$ cat src/hw/rtl/wlt_pkg.sv
// Shared types, codes and constants of the waypoint linear trajectory core.
package wlt_pkg;

    localparam int COORD_W      = 16;
    localparam int DUR_W        = 16;
    localparam int DELTA_W      = 16;
    localparam int ELAPSED_W    = 17;
    localparam int PASS_W       = 9;
    localparam int COUNT_W      = 5;
    localparam int LIMIT_W      = 8;
    localparam int CFG_IDX_W    = 2;
    localparam int CFG_DATA_W   = 8;
    localparam int INDEX_W      = 4;
    localparam int SEG_OUT_W    = 4;

    // Bit-serial multiply and divide both walk one bit of a 16-bit operand per cycle.
    localparam int SERIAL_STEPS = 16;
    localparam int STEP_W       = $clog2(SERIAL_STEPS);

    localparam int DEF_MAX_POINTS     = 16;
    localparam int DEF_LATE_MARGIN_MS = 10;

    localparam logic [1:0] ACT_WRITE   = 2'd0;
    localparam logic [1:0] ACT_TICK    = 2'd1;
    localparam logic [1:0] ACT_RESTART = 2'd2;

    localparam logic [CFG_IDX_W-1:0] REG_POINT_COUNT = 2'd0;
    localparam logic [CFG_IDX_W-1:0] REG_LOOP_LIMIT  = 2'd1;

    localparam logic [ELAPSED_W-1:0] ELAPSED_MAX = '1;
    localparam logic [PASS_W-1:0]    PASS_MAX    = '1;

    typedef struct packed {
        logic signed [COORD_W-1:0] x;
        logic signed [COORD_W-1:0] y;
        logic signed [COORD_W-1:0] z;
        logic        [DUR_W-1:0]   dur;
    } waypoint_t;

endpackage

$ cat src/hw/rtl/waypoint_linear_trajectory_core.sv
// Top level of the waypoint linear trajectory core: control, waypoint memory, three lanes.
//
// Usage:
//   Input channel: drive action and its fields with start high; the beat is taken
//   at a rising edge where start is high and busy is low. Write stores a waypoint,
//   tick adds delta_ms and advances along the closed path, restart rewinds.
//   Result channel: result_valid is high for exactly one cycle per input beat;
//   pos_x/y/z, updated, segment_start and finished are valid in that cycle.
//   The receiver cannot stall the block; every result must be taken when shown.
//   Config channel: cfg_valid/cfg_ready with cfg_index and cfg_data; index 0 sets
//   point_count, index 1 sets loop_limit and clears the pass counter. Write only
//   while idle. Unknown indexes are dropped.
// Flow:
//   Write, restart, no-op and ticks that cannot move: result in the cycle after accept.
//   Segment-end ticks: RD_A, RD_B, CHECK (two reads through the memory's one read port).
//   Interpolating ticks: RD_A, RD_B, CHECK, then the bit-serial lanes (16 multiply steps,
//   16 divide steps, one finish), all three axes in parallel. One item at a time.
// Reset: indexes rewind to segment 0 -> 1, counters and position clear; the
//   waypoint memory keeps no reset and must be written before use.
module waypoint_linear_trajectory_core
#(
    parameter int MAX_POINTS     = wlt_pkg::DEF_MAX_POINTS,
    parameter int LATE_MARGIN_MS = wlt_pkg::DEF_LATE_MARGIN_MS
)
(
    input  logic                                   clk,
    input  logic                                   rst_n,

    input  logic                                   start,
    output logic                                   busy,
    input  logic [1:0]                             action,
    input  logic [wlt_pkg::INDEX_W-1:0]            point_index,
    input  logic signed [wlt_pkg::COORD_W-1:0]     coord_x,
    input  logic signed [wlt_pkg::COORD_W-1:0]     coord_y,
    input  logic signed [wlt_pkg::COORD_W-1:0]     coord_z,
    input  logic [wlt_pkg::DUR_W-1:0]              duration_ms,
    input  logic [wlt_pkg::DELTA_W-1:0]            delta_ms,

    input  logic                                   cfg_valid,
    output logic                                   cfg_ready,
    input  logic [wlt_pkg::CFG_IDX_W-1:0]          cfg_index,
    input  logic [wlt_pkg::CFG_DATA_W-1:0]         cfg_data,

    output logic                                   result_valid,
    output logic signed [wlt_pkg::COORD_W-1:0]     pos_x,
    output logic signed [wlt_pkg::COORD_W-1:0]     pos_y,
    output logic signed [wlt_pkg::COORD_W-1:0]     pos_z,
    output logic                                   updated,
    output logic [wlt_pkg::SEG_OUT_W-1:0]          segment_start,
    output logic                                   finished
);

    // Segment indexes always stay below MAX_POINTS; CW also holds the count itself.
    localparam int IW = $clog2(MAX_POINTS);
    localparam int CW = (IW + 1 > wlt_pkg::COUNT_W) ? IW + 1 : wlt_pkg::COUNT_W;
    localparam int EW = wlt_pkg::ELAPSED_W;
    localparam int KW = wlt_pkg::COORD_W;

    localparam logic [2:0] S_IDLE  = 3'd0;
    localparam logic [2:0] S_RD_A  = 3'd1;
    localparam logic [2:0] S_RD_B  = 3'd2;
    localparam logic [2:0] S_CHECK = 3'd3;
    localparam logic [2:0] S_RUN   = 3'd4;

    logic [2:0]                        state_reg, state_next;
    logic [wlt_pkg::COUNT_W-1:0]       point_count_reg, point_count_next;
    logic [wlt_pkg::LIMIT_W-1:0]       loop_limit_reg, loop_limit_next;
    logic [IW-1:0]                     seg_from_reg, seg_from_next;
    logic [IW-1:0]                     seg_to_reg, seg_to_next;
    logic [wlt_pkg::PASS_W-1:0]        pass_count_reg, pass_count_next;
    logic [EW-1:0]                     elapsed_reg, elapsed_next;
    logic signed [KW-1:0]              pos_x_reg, pos_x_next;
    logic signed [KW-1:0]              pos_y_reg, pos_y_next;
    logic signed [KW-1:0]              pos_z_reg, pos_z_next;
    logic                              updated_reg, updated_next;
    logic                              strobe_reg, strobe_next;

    // Waypoint memory: one write port, one registered read port.
    wlt_pkg::waypoint_t                mem [MAX_POINTS];
    wlt_pkg::waypoint_t                rd_data_reg;
    wlt_pkg::waypoint_t                wp_a_reg;
    wlt_pkg::waypoint_t                wr_data;
    logic [IW-1:0]                     rd_addr;
    logic [IW-1:0]                     wr_addr;
    logic                              mem_we;

    logic                              accept;
    logic [CW-1:0]                     cnt;
    logic [CW-1:0]                     pc_ext;
    logic                              motion_ok;
    logic [EW:0]                       elapsed_sum;
    logic                              late_ok;
    logic [wlt_pkg::DUR_W-1:0]         e_clamp;
    logic [CW-1:0]                     from_inc;
    logic [CW-1:0]                     to_inc;
    logic                              lane_load;
    logic [2:0]                        lane_done;
    logic signed [KW-1:0]              res_x, res_y, res_z;

    assign accept = start && !busy;

    always_comb
    begin
        pc_ext    = CW'(point_count_reg);
        cnt       = (pc_ext > CW'(MAX_POINTS)) ? CW'(MAX_POINTS) : pc_ext;
        motion_ok = (cnt >= CW'(2)) && (pass_count_reg <= {1'b0, loop_limit_reg});

        elapsed_sum = {1'b0, elapsed_reg} + (EW+1)'(delta_ms);

        // Segment is still live while elapsed stays within duration plus margin.
        late_ok = (EW+1)'(elapsed_reg)
                  <= ((EW+1)'(rd_data_reg.dur) + (EW+1)'(LATE_MARGIN_MS));
        e_clamp = (elapsed_reg > EW'(rd_data_reg.dur)) ? rd_data_reg.dur
                                                        : elapsed_reg[wlt_pkg::DUR_W-1:0];

        from_inc = CW'(seg_from_reg) + CW'(1);
        to_inc   = CW'(seg_to_reg) + CW'(1);

        mem_we  = accept && (action == wlt_pkg::ACT_WRITE)
                  && ({28'd0, point_index} < 32'(MAX_POINTS));
        wr_addr = IW'(point_index);
        wr_data = '{x: coord_x, y: coord_y, z: coord_z, dur: duration_ms};
        rd_addr = (state_reg == S_RD_A) ? seg_from_reg : seg_to_reg;
    end

    always_comb
    begin
        state_next       = state_reg;
        point_count_next = point_count_reg;
        loop_limit_next  = loop_limit_reg;
        seg_from_next    = seg_from_reg;
        seg_to_next      = seg_to_reg;
        pass_count_next  = pass_count_reg;
        elapsed_next     = elapsed_reg;
        pos_x_next       = pos_x_reg;
        pos_y_next       = pos_y_reg;
        pos_z_next       = pos_z_reg;
        updated_next     = updated_reg;
        strobe_next      = 1'b0;
        lane_load        = 1'b0;

        case (state_reg)
            S_IDLE:
            begin
                if (accept)
                begin
                    updated_next = 1'b0;
                    case (action)
                        wlt_pkg::ACT_TICK:
                        begin
                            // every tick adds time, saturating
                            elapsed_next = elapsed_sum[EW] ? wlt_pkg::ELAPSED_MAX
                                                           : elapsed_sum[EW-1:0];
                            if (motion_ok)
                                state_next = S_RD_A;
                            else
                                strobe_next = 1'b1;
                        end
                        wlt_pkg::ACT_RESTART:
                        begin
                            seg_from_next   = '0;
                            seg_to_next     = IW'(1);
                            pass_count_next = '0;
                            elapsed_next    = '0;
                            strobe_next     = 1'b1;
                        end
                        default:
                        begin
                            // write lands in memory directly; no-op just answers
                            strobe_next = 1'b1;
                        end
                    endcase
                end

                if (cfg_valid && cfg_ready)
                begin
                    case (cfg_index)
                        wlt_pkg::REG_POINT_COUNT:
                        begin
                            point_count_next = cfg_data[wlt_pkg::COUNT_W-1:0];
                        end
                        wlt_pkg::REG_LOOP_LIMIT:
                        begin
                            loop_limit_next = cfg_data[wlt_pkg::LIMIT_W-1:0];
                            pass_count_next = '0;
                        end
                        default:
                        begin
                        end
                    endcase
                end
            end
            S_RD_A:
            begin
                state_next = S_RD_B;
            end
            S_RD_B:
            begin
                state_next = S_CHECK;
            end
            S_CHECK:
            begin
                if (late_ok)
                begin
                    lane_load  = 1'b1;
                    state_next = S_RUN;
                end
                else
                begin
                    // segment over: rewind time, hold position, advance both ends
                    elapsed_next = '0;
                    if (to_inc >= cnt)
                    begin
                        seg_to_next = '0;
                        if (pass_count_reg != wlt_pkg::PASS_MAX)
                            pass_count_next = pass_count_reg + 1'b1;
                    end
                    else
                    begin
                        seg_to_next = to_inc[IW-1:0];
                    end
                    seg_from_next = (from_inc >= cnt) ? '0 : from_inc[IW-1:0];
                    strobe_next   = 1'b1;
                    state_next    = S_IDLE;
                end
            end
            S_RUN:
            begin
                if (&lane_done)
                begin
                    pos_x_next   = res_x;
                    pos_y_next   = res_y;
                    pos_z_next   = res_z;
                    updated_next = 1'b1;
                    strobe_next  = 1'b1;
                    state_next   = S_IDLE;
                end
            end
            default:
            begin
                state_next = S_IDLE;
            end
        endcase
    end

    always_ff @(posedge clk or negedge rst_n)
    begin
        if (!rst_n)
        begin
            state_reg       <= S_IDLE;
            point_count_reg <= '0;
            loop_limit_reg  <= '0;
            seg_from_reg    <= '0;
            seg_to_reg      <= IW'(1);
            pass_count_reg  <= '0;
            elapsed_reg     <= '0;
            pos_x_reg       <= '0;
            pos_y_reg       <= '0;
            pos_z_reg       <= '0;
            updated_reg     <= 1'b0;
            strobe_reg      <= 1'b0;
        end
        else
        begin
            state_reg       <= state_next;
            point_count_reg <= point_count_next;
            loop_limit_reg  <= loop_limit_next;
            seg_from_reg    <= seg_from_next;
            seg_to_reg      <= seg_to_next;
            pass_count_reg  <= pass_count_next;
            elapsed_reg     <= elapsed_next;
            pos_x_reg       <= pos_x_next;
            pos_y_reg       <= pos_y_next;
            pos_z_reg       <= pos_z_next;
            updated_reg     <= updated_next;
            strobe_reg      <= strobe_next;
        end
    end

    always_ff @(posedge clk)
    begin
        if (mem_we)
            mem[wr_addr] <= wr_data;
    end

    // Read start point first, then end point; hold the start point aside.
    always_ff @(posedge clk)
    begin
        rd_data_reg <= mem[rd_addr];
        if (state_reg == S_RD_B)
            wp_a_reg <= rd_data_reg;
    end

    wlt_lerp_lane u_lane_x
    (
        .clk    (clk),
        .rst_n  (rst_n),
        .load   (lane_load),
        .a      (wp_a_reg.x),
        .b      (rd_data_reg.x),
        .e      (e_clamp),
        .d      (rd_data_reg.dur),
        .done   (lane_done[0]),
        .result (res_x)
    );

    wlt_lerp_lane u_lane_y
    (
        .clk    (clk),
        .rst_n  (rst_n),
        .load   (lane_load),
        .a      (wp_a_reg.y),
        .b      (rd_data_reg.y),
        .e      (e_clamp),
        .d      (rd_data_reg.dur),
        .done   (lane_done[1]),
        .result (res_y)
    );

    wlt_lerp_lane u_lane_z
    (
        .clk    (clk),
        .rst_n  (rst_n),
        .load   (lane_load),
        .a      (wp_a_reg.z),
        .b      (rd_data_reg.z),
        .e      (e_clamp),
        .d      (rd_data_reg.dur),
        .done   (lane_done[2]),
        .result (res_z)
    );

    assign busy          = state_reg != S_IDLE;
    assign cfg_ready     = state_reg == S_IDLE;
    assign result_valid  = strobe_reg;
    assign pos_x         = pos_x_reg;
    assign pos_y         = pos_y_reg;
    assign pos_z         = pos_z_reg;
    assign updated       = updated_reg;
    assign segment_start = wlt_pkg::SEG_OUT_W'(seg_from_reg);
    assign finished      = pass_count_reg > {1'b0, loop_limit_reg};

endmodule

$ cat src/hw/rtl/wlt_lerp_lane.sv
// One axis of the interpolator: bit-serial multiply and restoring divide.
module wlt_lerp_lane
(
    input  logic                                clk,
    input  logic                                rst_n,
    input  logic                                load,
    input  logic signed [wlt_pkg::COORD_W-1:0]  a,
    input  logic signed [wlt_pkg::COORD_W-1:0]  b,
    input  logic        [wlt_pkg::DUR_W-1:0]    e,
    input  logic        [wlt_pkg::DUR_W-1:0]    d,
    output logic                                done,
    output logic signed [wlt_pkg::COORD_W-1:0]  result
);

    localparam int CW = wlt_pkg::COORD_W;

    localparam logic [1:0] L_IDLE = 2'd0;
    localparam logic [1:0] L_MUL  = 2'd1;
    localparam logic [1:0] L_DIV  = 2'd2;
    localparam logic [1:0] L_FIN  = 2'd3;

    logic [1:0]                      phase_reg, phase_next;
    logic [wlt_pkg::STEP_W-1:0]      step_reg, step_next;
    logic                            done_reg, done_next;
    logic [CW:0]                     hi_reg, hi_next;
    logic [CW-1:0]                   lo_reg, lo_next;
    logic [CW-1:0]                   mcand_reg, mcand_next;
    logic [CW-1:0]                   div_reg, div_next;
    logic signed [CW-1:0]            a_reg, a_next;
    logic                            neg_reg, neg_next;
    logic signed [CW-1:0]            res_reg, res_next;

    logic [CW:0] diff;
    logic [CW:0] mag;
    logic [CW:0] mul_sum;
    logic [CW:0] shifted;
    logic        ge;
    logic [CW:0] fin_sum;
    logic        last_step;

    always_comb
    begin
        diff      = {b[CW-1], b} - {a[CW-1], a};
        mag       = diff[CW] ? ((CW+1)'(0) - diff) : diff;
        mul_sum   = hi_reg + (lo_reg[0] ? {1'b0, mcand_reg} : '0);
        shifted   = {hi_reg[CW-1:0], lo_reg[CW-1]};
        ge        = shifted >= {1'b0, div_reg};
        fin_sum   = neg_reg ? ({a_reg[CW-1], a_reg} - {1'b0, lo_reg})
                            : ({a_reg[CW-1], a_reg} + {1'b0, lo_reg});
        last_step = step_reg == wlt_pkg::STEP_W'(wlt_pkg::SERIAL_STEPS - 1);

        phase_next = phase_reg;
        step_next  = step_reg;
        done_next  = 1'b0;
        hi_next    = hi_reg;
        lo_next    = lo_reg;
        mcand_next = mcand_reg;
        div_next   = div_reg;
        a_next     = a_reg;
        neg_next   = neg_reg;
        res_next   = res_reg;

        case (phase_reg)
            L_IDLE:
            begin
                if (load)
                begin
                    if (d == '0)
                    begin
                        // zero duration: jump straight to the end point
                        res_next  = b;
                        done_next = 1'b1;
                    end
                    else
                    begin
                        a_next     = a;
                        neg_next   = diff[CW];
                        mcand_next = mag[CW-1:0];
                        div_next   = d;
                        hi_next    = '0;
                        lo_next    = e;
                        step_next  = '0;
                        phase_next = L_MUL;
                    end
                end
            end
            L_MUL:
            begin
                // shift-add, one multiplier bit per cycle
                hi_next   = {1'b0, mul_sum[CW:1]};
                lo_next   = {mul_sum[0], lo_reg[CW-1:1]};
                step_next = step_reg + 1'b1;
                if (last_step)
                begin
                    step_next  = '0;
                    phase_next = L_DIV;
                end
            end
            L_DIV:
            begin
                // restoring divide, one quotient bit per cycle
                hi_next   = ge ? (shifted - {1'b0, div_reg}) : shifted;
                lo_next   = {lo_reg[CW-2:0], ge};
                step_next = step_reg + 1'b1;
                if (last_step)
                begin
                    step_next  = '0;
                    phase_next = L_FIN;
                end
            end
            L_FIN:
            begin
                res_next   = fin_sum[CW-1:0];
                done_next  = 1'b1;
                phase_next = L_IDLE;
            end
            default:
            begin
                phase_next = L_IDLE;
            end
        endcase
    end

    always_ff @(posedge clk or negedge rst_n)
    begin
        if (!rst_n)
        begin
            phase_reg <= L_IDLE;
            step_reg  <= '0;
            done_reg  <= 1'b0;
        end
        else
        begin
            phase_reg <= phase_next;
            step_reg  <= step_next;
            done_reg  <= done_next;
        end
    end

    always_ff @(posedge clk)
    begin
        hi_reg    <= hi_next;
        lo_reg    <= lo_next;
        mcand_reg <= mcand_next;
        div_reg   <= div_next;
        a_reg     <= a_next;
        neg_reg   <= neg_next;
        res_reg   <= res_next;
    end

    assign done   = done_reg;
    assign result = res_reg;

endmodule

$ cat config.mk
export PLATFORM = sky130hd
export DESIGN_NAME = waypoint_linear_trajectory_core
export DESIGN_NICKNAME = d
export VERILOG_FILES = /design/src/hw/rtl/wlt_pkg.sv /design/src/hw/rtl/waypoint_linear_trajectory_core.sv /design/src/hw/rtl/wlt_lerp_lane.sv
export SDC_FILE = /design/constraint.sdc
export NUM_CORES = 2
export LEC_CHECK = 0
export ABC_AREA = 1
export BUFFER_PORTS_ARGS = -buffer_cell sky130_fd_sc_hd__buf_4
export CAP_MARGIN = 20
export CORE_ASPECT_RATIO = 1.75
export CORE_MARGIN = 2
export CORE_UTILIZATION = 60
export DETAILED_ROUTE_END_ITERATION = 12
export HOLD_SLACK_MARGIN = 0.02
export PLACE_DENSITY_LB_ADDON = 0.05
export RECOVER_POWER = 25
export SLEW_MARGIN = 20
export SYNTH_ARGS = -nofsm -noshare
export SYNTH_HDL_FRONTEND = slang
export SYNTH_SLANG_ARGS = --single-unit
$ cat constraint.sdc
create_clock -name clk -period 5.8 [get_ports clk]
set_input_delay 0.58 -clock clk [delete_from_list [all_inputs] [get_ports clk]]
set_output_delay 0.58 -clock clk [all_outputs]
set_load 0.02 [all_outputs]
==> impl_metrics.json <==
{
  "area_growth_pct": 10.2,
  "cap_violations": 0,
  "dpl_cell_area_mm2": 0.0770,
  "synth_seq_cells": 1551,
  "cp_data_required_time_ns": 6.27,
  "wl_per_cell_um": 23.1,
  "cp-start-kind": "flop",
  "final_common_cell": "edfxtp_1",
  "async_flop_share": 0.0780,
  "ys_seq_area_frac": 0.613,
  "worstSetupPathType": "reg -> reg",
  "vias": 53386,
  "fillers": 9496,
  "ios": 157,
  "cpMaxStageDelayCell": "a21oi_4",
  "globalRouteTotalUtil": 0.320,
  "first_iter_violations": 4898,
  "r2r_slack_ns": 0.93,
  "htree_levels": 4,
  "hpwl_um": 133000,
  "relSlewSlack": 0.274,
  "worstPathArrival_ns": 5.34,
  "postCtsHoldBufs": 7,
  "gp_routability_congestion": 0.940,
  "dieArea_mm2": 0.126,
  "clk_latency_ns": 0.79,
  "finalCriticalPeriod_ns": 4.87,
  "syn_nets": 7397,
  "tightest_slew_ns": 1.09,
  "peakVddDrop_mv": 0.534,
  "outcome": "finished clean",
  "root_buffer": "clkbuf_16",
  "nets": 7488,
  "yosys_warnings": 0,
  "final_max_slew_viol_count": 0,
  "period_share": 0.839,
  "max_stage_delay_ns": 0.74,
  "hold_ws_ns": 0.0620,
  "path_cells": "inv_1 -> o21ai_1 -> nand3_1 -> or2_1 -> nor2_1 -> nand2_1 -> nor3_2 -> nand3_1 -> ha_1 -> nand2_1 -> nor2_1 -> nand4_1 -> nor2_1 -> nand4_1 -> nand2_1 -> nand3_2 -> a21oi_4 -> buf_4",
  "grt_pass1_vias": 52385,
  "clock_path_buffers": 3,
  "hold_path_class": "in -> reg",
  "portBuffers": 156,
  "powerDensity_mw_per_mm2": 563,
  "layout-drive-gt1-share": 0.0667,
  "grt_antenna_before_repair": 17,
  "p_sw_mw": 19.9,
  "rsz0062_at_grt": "no",
  "p_leak_nw": 31.7,
  "largest_register_ffs": 1024,
  "synth_edf_count": 1366,
  "tns_ns": 0,
  "die_h_um": 469,
  "vias_per_cell": 6.03,
  "core_area_mm2": 0.123,
  "clockPowerShare": 0.204,
  "grt_max_degree": 209,
  "finalInstanceArea_mm2": 0.0816,
  "clkTransAtPathRegs_ns": 0.06,
  "drt_first_pass_iters": 8,
  "setup.worst_path.end_class": "flop",
  "synth_area_mm2": 0.0740,
  "skew_ns": 0.0333,
  "cp_max_fo": 19,
  "total_power_mw": 45.9,
  "row_count": 170,
  "synth-main-ff-cell": "edfxtp_1",
  "p_comb_frac": 0.450,
  "grt_pass1_wl_um": 306000,
  "routed_wirelength_um": 205000,
  "drc": 0,
  "finalHoldViolCount": 0,
  "synth_cell_types": 58,
  "detail-route-antenna-nets": 0,
  "setup_violations": 0,
  "max_freq_ghz": 0.205,
  "internal_power_mw": 26.1,
  "finalNonFillerCells": 8853,
  "initial_core_util": 0.604,
  "synth_cells": 6999,
  "syn_area_per_cell_um2": 10.6,
  "cts_tree": "built",
  "grt-ovfl-total": 0,
  "placed_cells": 8572,
  "post_cts_buffers": 0,
  "cts_resized": 0,
  "cts_buffers": 142,
  "clock-sinks": 1551,
  "swShare": 0.432,
  "pwr-share-seq": 0.345,
  "die_w_um": 269,
  "final_cell_mix": "edfxtp_1, nand2_1, nor2_1"
}
==> cell usage after synthesis, types with 18 or more instances <==
| cell | count | area, um2 |
|---|---|---|
| xor2_1 | 105 | 920 |
| o21bai_1 | 22 | 165 |
| nor2_1 | 803 | 3010 |
| dfrtp_1 | 120 | 3000 |
| dfxtp_1 | 64 | 1280 |
| edfxtp_1 | 1366 | 41000 |
| o221ai_1 | 186 | 1630 |
| nand3b_1 | 29 | 218 |
| xnor2_1 | 65 | 569 |
| ha_1 | 285 | 3570 |
| nand3_1 | 334 | 1670 |
| o211ai_1 | 100 | 751 |
| a21boi_0 | 22 | 165 |
| a31oi_1 | 24 | 150 |
| or2_2 | 37 | 231 |
| a21o_1 | 21 | 158 |
| o22ai_1 | 70 | 438 |
| nand2_1 | 1209 | 4540 |
| a22oi_1 | 49 | 368 |
| o21ai_1 | 96 | 480 |
| nand4_1 | 32 | 200 |
| a21oi_1 | 248 | 1240 |
| o21ai_0 | 683 | 3420 |
| inv_1 | 586 | 2200 |
| nor3_1 | 49 | 245 |
| buf_2 | 164 | 821 |
| clkbuf_1 | 85 | 319 |
| o31ai_1 | 18 | 135 |
==> critical path, delay by kind of cell, from the launching register on <==
kind / cells / cell delay, ns
AND/OR/NAND/NOR: 13 / 2.23
buffers and inverters: 2 / 0.47
AO/OA/AOI/OAI: 2 / 0.95
flip-flops: 1 / 0.55
adder cells (fa/ha/maj): 1 / 0.33
==> final timing paths <==
| kind | start | endpoint | cells past startpoint |
|---|---|---|---|
| setup / recovery | rd_data_reg[1] | u_lane_z.hi_reg[16] | 18 |
| hold / removal | cfg_data[3] | loop_limit_reg[3] | 3 |
| setup reg to reg | rd_data_reg[1] | u_lane_z.hi_reg[16] | 18 |
| hold reg to reg | wp_a_reg[57] | u_lane_x.a_reg[9] | 0 |
| max in group asynchronous | rst_n | u_lane_x.phase_reg[1] | 3 |
| min in group asynchronous | rst_n | loop_limit_reg[7] | 2 |
==> kinds of logic after synthesis <==
kind of cell / synth area share
and+or+nand+nor: 0.140
xor gates and xnor gates: 0.0201
DFF: 0.613
adders and majority gates: 0.0517
buffers and inverters: 0.0489
AOI/OAI and AO/OA: 0.126
muxes: 0.000609
==> per-stage QoR <==
step	utilization	setup WS, ns
floorplan	-	0.472
global placement	0.628	1.03
detailed placement	0.628	0.992
CTS	0.667	0.968
global route	0.666	0.597
finish	0.666	0.931
==> metal layers <==
layer  vias up  part of all wire  GRT usage
met5         -           0.00034          0
met4         8             0.059      0.183
met3       535             0.058     0.0458
met2      1980              0.51      0.577
met1     25890              0.37      0.365
li1      24973                 -          -
==> power groups by stage <==
stage	Sequential, mW	Combinational (mW)	Clock, mW
global placement	16.1	20.0	0
global route	16.0	23.1	9.89
detailed placement	16.1	20.4	0
CTS	15.8	20.5	9.50
floorplan	15.3	15.0	0
finish	15.9	20.7	9.39
==> cell type report <==
class                           count  area [um2]  area share
Inverter                          600        2280      0.0280
Timing Repair Buffer              231        1890      0.0232
Sequential cell                  1551       45300       0.556
Clock inverter                     96         923      0.0113
Clock buffer                      169        3780      0.0463
Tap cell                         1634        2040      0.0251
Antenna cell                        8        20.0    0.000245
Multi-Input combinational cell   4564       25300       0.310
(Power assumes the default switching activity.)
